[src/design/assert_macros.svh]
// assertion macros for the design files
`ifndef ASSERT_MACROS_SVH
`define ASSERT_MACROS_SVH
`ifndef ASSERT_OFF
`define ASSERT_CHECK(lbl, clk, rstn, prop) \
    lbl: assert property (@(posedge clk) disable iff (!rstn) (prop)) \
        else $error("assertion failed");
`define ASSERT_IMPLY(lbl, clk, rstn, ante, cons) \
    lbl: assert property (@(posedge clk) disable iff (!rstn) (ante) |-> (cons)) \
        else $error("assertion failed");
`else
`define ASSERT_CHECK(lbl, clk, rstn, prop)
`define ASSERT_IMPLY(lbl, clk, rstn, ante, cons)
`endif
`endif

[src/design/mf2d_pkg.sv]
// shared types, constants and helpers of the median filter
package mf2d_pkg;
    localparam int DATA_W = 16;
    localparam int KS_W = 3;
    localparam int DIM_W = 13;
    localparam int CFG_IDX_W = 2;
    localparam int H_W = 2;

    localparam int DEF_MAX_KERNEL = 5;
    localparam int DEF_MAX_WIDTH = 4096;
    localparam int DEF_MAX_HEIGHT = 4096;

    localparam logic [KS_W-1:0] RST_KERNEL = KS_W'(3);
    localparam logic [DIM_W-1:0] RST_WIDTH = DIM_W'(640);
    localparam logic [DIM_W-1:0] RST_HEIGHT = DIM_W'(480);

    localparam logic [CFG_IDX_W-1:0] CFG_KERNEL = CFG_IDX_W'(0);
    localparam logic [CFG_IDX_W-1:0] CFG_WIDTH = CFG_IDX_W'(1);
    localparam logic [CFG_IDX_W-1:0] CFG_HEIGHT = CFG_IDX_W'(2);

    typedef struct packed {
        logic           live;
        logic           done;
        logic           emit;
        logic           interior;
        logic           frame_end;
        logic [H_W-1:0] h;
    } info_t;

    function automatic int median_target(input logic [H_W-1:0] h);
        int hv;
        hv = int'(h);
        return 2 * hv * (hv + 1);
    endfunction
endpackage

[src/design/mf2d_seq.sv]
// configuration registers and frame position counters
module mf2d_seq import mf2d_pkg::*; #(
    parameter int MAX_KERNEL = DEF_MAX_KERNEL,
    parameter int MAX_WIDTH = DEF_MAX_WIDTH,
    parameter int MAX_HEIGHT = DEF_MAX_HEIGHT
) (
    input  logic                         aclk,
    input  logic                         aresetn,
    input  logic                         cfg_we,
    input  logic [CFG_IDX_W-1:0]         cfg_addr,
    input  logic [DIM_W-1:0]             cfg_wdata,
    input  logic                         accept,
    input  logic                         action,
    output info_t                        info,
    output logic [$clog2(MAX_WIDTH)-1:0] col_addr
);
    localparam int HALF_MAX = MAX_KERNEL / 2;
    localparam int COL_W = $clog2(MAX_WIDTH);
    localparam int OROW_W = $clog2(MAX_HEIGHT);
    localparam int ROW_W = OROW_W + 2;
    localparam int EXT_W = 16;
    localparam int PROD_W = 32;

    logic [KS_W-1:0]   ks_reg, ks_next;
    logic [DIM_W-1:0]  fw_reg, fw_next, fh_reg, fh_next;
    logic [COL_W-1:0]  in_col_reg, in_col_next, out_col_reg, out_col_next;
    logic [ROW_W-1:0]  in_row_reg, in_row_next;
    logic [OROW_W-1:0] out_row_reg, out_row_next;

    logic [EXT_W-1:0] w_x, ht_x, h_x, in_col_x, in_row_x, out_col_x, out_row_x;
    logic [PROD_W-1:0] n_x, thr_x;
    logic [H_W-1:0]   h_raw, h;
    logic             restart;

    always_comb begin
        if (fw_reg == '0) begin
            w_x = EXT_W'(1);
        end else if (EXT_W'(fw_reg) > EXT_W'(MAX_WIDTH)) begin
            w_x = EXT_W'(MAX_WIDTH);
        end else begin
            w_x = EXT_W'(fw_reg);
        end
        if (fh_reg == '0) begin
            ht_x = EXT_W'(1);
        end else if (EXT_W'(fh_reg) > EXT_W'(MAX_HEIGHT)) begin
            ht_x = EXT_W'(MAX_HEIGHT);
        end else begin
            ht_x = EXT_W'(fh_reg);
        end
    end

    assign h_raw = ks_reg[KS_W-1:1];
    assign h = (h_raw > H_W'(HALF_MAX)) ? H_W'(HALF_MAX) : h_raw;
    assign h_x = EXT_W'(h);
    assign in_col_x = EXT_W'(in_col_reg);
    assign in_row_x = EXT_W'(in_row_reg);
    assign out_col_x = EXT_W'(out_col_reg);
    assign out_row_x = EXT_W'(out_row_reg);

    // raster index of the input and the index of the first result
    assign n_x = PROD_W'(in_row_x) * PROD_W'(w_x) + PROD_W'(in_col_x);
    assign thr_x = PROD_W'(h_x) * PROD_W'(w_x) + PROD_W'(h_x);

    always_comb begin
        info.h = h;
        info.done = in_row_x >= ht_x;
        info.live = !action || info.done;
        info.emit = n_x >= thr_x;
        info.interior = out_row_x >= h_x && out_row_x + h_x < ht_x
                        && out_col_x >= h_x && out_col_x + h_x < w_x;
        info.frame_end = (out_row_x + EXT_W'(1) == ht_x) && (out_col_x + EXT_W'(1) == w_x);
    end

    assign col_addr = in_col_reg;

    always_comb begin
        ks_next = ks_reg;
        fw_next = fw_reg;
        fh_next = fh_reg;
        in_col_next = in_col_reg;
        in_row_next = in_row_reg;
        out_col_next = out_col_reg;
        out_row_next = out_row_reg;
        restart = 1'b0;
        if (cfg_we) begin
            case (cfg_addr)
                CFG_KERNEL: begin
                    ks_next = cfg_wdata[KS_W-1:0];
                    restart = 1'b1;
                end
                CFG_WIDTH: begin
                    fw_next = cfg_wdata;
                    restart = 1'b1;
                end
                CFG_HEIGHT: begin
                    fh_next = cfg_wdata;
                    restart = 1'b1;
                end
                default: begin
                end
            endcase
        end else if (accept && info.live) begin
            if (in_col_x + EXT_W'(1) >= w_x) begin
                in_col_next = '0;
                in_row_next = in_row_reg + ROW_W'(1);
            end else begin
                in_col_next = in_col_reg + COL_W'(1);
            end
            if (info.emit) begin
                if (out_col_x + EXT_W'(1) >= w_x) begin
                    out_col_next = '0;
                    out_row_next = out_row_reg + OROW_W'(1);
                end else begin
                    out_col_next = out_col_reg + COL_W'(1);
                end
                if (info.frame_end) begin
                    restart = 1'b1;
                end
            end
        end
        if (restart) begin
            in_col_next = '0;
            in_row_next = '0;
            out_col_next = '0;
            out_row_next = '0;
        end
    end

    always_ff @(posedge aclk) begin
        if (!aresetn) begin
            ks_reg <= RST_KERNEL;
            fw_reg <= RST_WIDTH;
            fh_reg <= RST_HEIGHT;
            in_col_reg <= '0;
            in_row_reg <= '0;
            out_col_reg <= '0;
            out_row_reg <= '0;
        end else begin
            ks_reg <= ks_next;
            fw_reg <= fw_next;
            fh_reg <= fh_next;
            in_col_reg <= in_col_next;
            in_row_reg <= in_row_next;
            out_col_reg <= out_col_next;
            out_row_reg <= out_row_next;
        end
    end
endmodule

[config.mk]
export PLATFORM = sky130hd
export DESIGN_NAME = mf2d_seq
export DESIGN_NICKNAME = d
export VERILOG_FILES = /design/src/design/assert_macros.svh /design/src/design/mf2d_pkg.sv /design/src/design/mf2d_seq.sv
export SDC_FILE = /design/constraint.sdc
export NUM_CORES = 1
export LEC_CHECK = 0
export BUFFER_PORTS_ARGS = -buffer_cell sky130_fd_sc_hd__buf_2
export CAP_MARGIN = 20
export CORE_ASPECT_RATIO = 1.1
export CORE_MARGIN = 2
export CORE_UTILIZATION = 30
export DETAILED_ROUTE_END_ITERATION = 10
export PLACE_DENSITY = 0.55
export SETUP_SLACK_MARGIN = 0.5
export SYNTH_ARGS = -nofsm -noshare
export SYNTH_HDL_FRONTEND = slang
export SYNTH_SLANG_ARGS = --single-unit
[constraint.sdc]
create_clock -name aclk -period 13.8 [get_ports aclk]
set_clock_uncertainty 0.05 [all_clocks]
set_input_delay 1.38 -clock aclk [delete_from_list [all_inputs] [get_ports aclk]]
set_output_delay 1.38 -clock aclk [all_outputs]
set_load 0.02 [all_outputs]
# Yosys cells after proc, flatten, opt, wreduce, memory -nomap -nowiden
# Cells that the tools add are included.
[totals]
reg_bits = 79
output_inout_bits = 19
word_cells = 68
[classes]
addsub = 11
multipliers = 2
magnitude_cmp = 11
n_eq_ne = 4
mux = 12
n_bitwise = 2
reduce_logical = 19
[op_table]
columns = ["operator", "count"]
rows = [
  ["13-bit two-way mux", 4],
  ["12-bit by 1-bit adder with 13-bit output, second input constant", 3],
  ["12-bit by 1-bit adder with 12-bit output, second input constant", 3],
  ["13-bit by 16-bit greater-or-equal comparator with 1-bit output", 2],
  ["13-bit by 16-bit less-than comparator with 1-bit output", 2],
  ["30-bit by 12-bit adder with 31-bit output", 1],
  ["31-bit by 19-bit greater-or-equal comparator with 1-bit output", 1],
  ["14-bit by 16-bit multiplier with 30-bit output", 1],
  ["12-bit by 2-bit adder with 13-bit output", 2],
  ["13-bit greater-than comparator, second input constant", 2],
  ["13-bit zero test", 2],
  ["12-bit by 2-bit greater-or-equal comparator with 1-bit output", 2],
  ["12-bit two-way mux", 2],
  ["18-bit by 2-bit adder with 19-bit output", 1],
  ["2-bit by 16-bit multiplier with 18-bit output", 1],
  ["13-bit by 16-bit equality test with 1-bit output", 1],
  ["16-bit equality test", 1],
  ["14-bit by 16-bit greater-or-equal comparator with 1-bit output", 1],
  ["14-bit by 1-bit adder with 14-bit output, second input constant", 1],
  ["2-bit AND reduction", 4],
  ["3-bit AND reduction", 2],
  ["1-bit logical AND", 5],
  ["1-bit two-way mux", 5],
  ["4-bit AND reduction", 1],
  ["10 further kinds", 11],
]

# Depth between registers and ports, before layout
[depth]
word_depth = 10
ltp_mapped = 36

# Worst setup path after synthesis
# OpenSTA, ideal clock, no wires.
[synth_timing]
kind = "register to output"
from = "register fw_reg[12]"
to = "output info[4] (netlist name)"
arrival_time_ns = 7.498
required_ns = 12.370
setup_slack_ns = 4.872
stages_incl_launch_ff = 33
path_buffers = 3
cell_sequence = "dfxtp_1 clkbuf_1 clkbuf_1 nor2b_1 clkbuf_1 and2_1 fa_1 inv_1 fa_1 inv_1 fa_1 inv_1 fa_1 inv_1 fa_1 inv_1 fa_1 inv_1 ha_1 o21a_1 o211ai_1 a21oi_1 nand2b_1 a31oi_1 xnor2_1 ha_1 a21boi_0 a2111oi_0 o2111ai_1 nor4_1 nand4_1 nor4_2 nand2_1"
[synth_rtl]
columns = ["element", "line_no", "source"]
rows = [
  ["start: declaration", "mf2d_seq.sv:25", "logic [DIM_W-1:0] fw_reg, fw_next, fh_reg, fh_next;"],
  ["start signal: assignment", "mf2d_seq.sv:140", "fw_reg <= fw_next;"],
  ["end: declaration", "mf2d_seq.sv:14", "output info_t info,"],
]

==> results.json <==
{
  "status": "finished clean",
  "combPwrFrac": 0.136,
  "p_per_area_mw_per_mm2": 36.9,
  "dieHeight_um": 232,
  "grt_usage": 0.167,
  "drv_slew": 0,
  "critPathSlowestCell": "dfxtp_1",
  "layoutNonFillerInstCount": 2344,
  "setup_ws_ps": 2830,
  "gp_congestion": 0.902,
  "irDropWorstVdd_uv": 66.3,
  "critPathLaunch": "fw_reg[12]$_SDFFE_PN0P_",
  "clkLatencyLatePin_ps": 350,
  "first_pass_iters": 5,
  "slew_headroom": 0.242,
  "hold_ws_ps": 432,
  "syn_area_sq_mm": 0.0142,
  "yosysTopAreaCellShare": 0.206,
  "start_util": 0.304,
  "vias_per_cell": 5.07,
  "cts_sinks": 78,
  "vias": 11900,
  "io_pins": 39,
  "cp_data_arrival_time_ps": 9540,
  "power_frac_seq": 0.415,
  "leakage_nw": 7.37,
  "syn_nets": 2149,
  "reg2reg_from": "fw_reg[12]$_SDFFE_PN0P_",
  "critical_path_class": "register to output pin",
  "grt_first_pass_wirelength_mm": 65.2,
  "drtIter0Drc": 805,
  "timing.fmax_mhz": 91.2,
  "syn_to_final_growth_pct": 6.88,
  "cts_root_buf": "clkbuf_16",
  "intPower_uw": 396,
  "grt_pass1_vias": 11900,
  "ys_seq_elements": 78,
  "async_flop_share": 0,
  "final-hold-violation-count": 0,
  "ff2ff_path_depth": 31,
  "cts_resized": 0,
  "synth_cells": 1767,
  "placed_cells": 2328,
  "synth-edff-count": 0,
  "pwr-share-clk": 0.449,
  "antenna_found_initial": 0,
  "die_w_um": 211,
  "ys_seq_area_frac": 0.110,
  "place_ws_ps": 3260,
  "crit_path_frequent_cell": "fa_1",
  "switching_share": 0.292,
  "p_switching_uw": 163,
  "clkTransAtPathRegs_ps": 60,
  "std_cell_rows": 83,
  "drv_cap": 0,
  "cts.hold.buffers_added": 0,
  "grt_setup_unrepaired": "false",
  "reg2reg_slack_ps": 3500,
  "post-route-period-util": 0.795,
  "synthDistinctLibCells": 68,
  "numCtsBuffers": 9,
  "post_drt_wl_per_cell_um": 17.2,
  "dpl.hpwl_mm": 33.3,
  "worstPathMaxFanout": 29,
  "finalCriticalPeriod_ps": 10970,
  "synth_commonest_cells": "216 x ha_1, 212 x nand2_1, 208 x inv_1, 146 x fa_1, 144 x nor2_1",
  "critPathRequiredTime_ps": 12370,
  "place.port_buffers": 38,
  "min_from": "ks_reg[1]$_SDFFE_PN1P_",
  "worst_slew_pin_slew_ps": 1130,
  "hold_depth": 2,
  "coreArea_sq_mm": 0.0467,
  "critPathLaunchType": "register",
  "critical-path-max-stage-delay_ps": 1010,
  "wl_mm": 40.4,
  "synth_warnings": 0,
  "hp-class": "register to register",
  "diodes": 0,
  "synth.most_common_cell": "ha_1",
  "cts_buffer_depth": 2,
  "synth_ff_type": "dfxtp_1",
  "critPathCaptureType": "output pin",
  "whs_endpoint": "ks_reg[1]$_SDFFE_PN1P_",
  "largest_reg_flops": 14,
  "cts_tree": "built",
  "syn_avg_cell_area_sq_um": 8.03,
  "gr-total-overflow": 0,
  "r2r-end": "out_col_reg[8]$_SDFFE_PP0P_",
  "grt_max_degree": 30,
  "nets": 2126,
  "drc_errors": 0,
  "finalSetupViolCount": 0,
  "drive_gt1_frac": 0.0469,
  "finalSetupTns_ps": 0,
  "htree_levels": 3,
  "die-area_sq_mm": 0.0491,
  "synthTopCellsByArea": "fa_1 21%, ha_1 19%, dfxtp_1 11%",
  "post-cts-setup-buffers": 0,
  "final_util": 0.325,
  "yosys.area.top_type": "fa_1",
  "postRouteAntennaNets": 0
}
[final cells by class]
type / count / area, sq um
timing repair buffer: 48 / 265
inverter: 208 / 781
multi-input combinational: 1399 / 11500
clock inverter: 7 / 78.8
fill: 5019 / 31600
clock buffer: 9 / 225
sequential: 78 / 1560
tap: 595 / 744
[power groups by stage]
| stage | clock [mW] | combinational, mW | sequential [mW] |
|---|---|---|---|
| detailed placement | 0 | 0.0753 | 0.237 |
| CTS | 0.259 | 0.0759 | 0.232 |
| global placement | 0 | 0.0740 | 0.237 |
| finish | 0.251 | 0.0760 | 0.232 |
| global route | 0.264 | 0.0844 | 0.233 |
| floorplan | 0 | 0.0506 | 0.235 |
[metrics by stage]
stage | power (mW) | cell area (sq um)
2_1_floorplan | 0.286 | 14200
3_3_place_gp | 0.311 | 14900
3_5_place_dp | 0.313 | 14900
4_1_cts | 0.568 | 15200
5_1_grt | 0.581 | 15200
6_report | 0.559 | 15200
[logic make-up (layout without fill, tap and decap cells)]
kind of cell,count (synthesis),in the layout,share of synthesized area
mux,6,6,0.00432
buf+inv,290,272,0.0791
fa+ha+maj,362,362,0.396
simple gates,662,662,0.226
compound gates,270,270,0.123
flops,78,78,0.110
xor+xnor,99,99,0.0611
[critical path: cells and delay by family, from the launching register on]
kind,cells,cell delay (ps)
xor gates and xnor gates,1,150
buffers and inverters,6,780
adders and majority gates,8,3880
AOI/OAI and AO/OA,5,1220
DFF,1,1010
and+or+nand+nor,8,2130
[routing by layer]
metal,global-route usage,up-vias,part of all wire,routed length (um)
met3,0.0169,55,0.040,1600
met5,0,-,0,0
li1,-,5810,-,-
met4,0.0548,0,0.031,1260
met1,0.227,5749,0.46,18700
met2,0.278,273,0.47,18800
[worst max-delay path by stage]
stage / slack [ps] / depth (start not counted) / endpoint
2_1_floorplan: 4870 / 32 / info[4]
3_3_place_gp: 3500 / 28 / info[4]
3_5_place_dp: 3260 / 29 / info[4]
4_1_cts: 2860 / 29 / info[4]
5_1_grt: 2260 / 29 / info[4]
6_report: 2830 / 28 / info[4]
[layout by cell type (no fill, tap or decap), types with 11 or more instances in the layout]
master	instances
ha_1	216
and2_1	93
a21oi_1	85
nand3_1	53
nor2_1	144
buf_2	38
nand2b_1	11
nor4_1	17
nor2b_1	20
and3_1	17
fa_1	146
nand4_1	25
nand2_1	212
a21boi_0	25
a21o_1	25
o21a_1	14
nor3_1	31
o21ai_0	44
xnor2_1	69
xor2_1	30
dfxtp_1	78
inv_1	208
No activity file was read; power rests on OpenSTA's default activity.
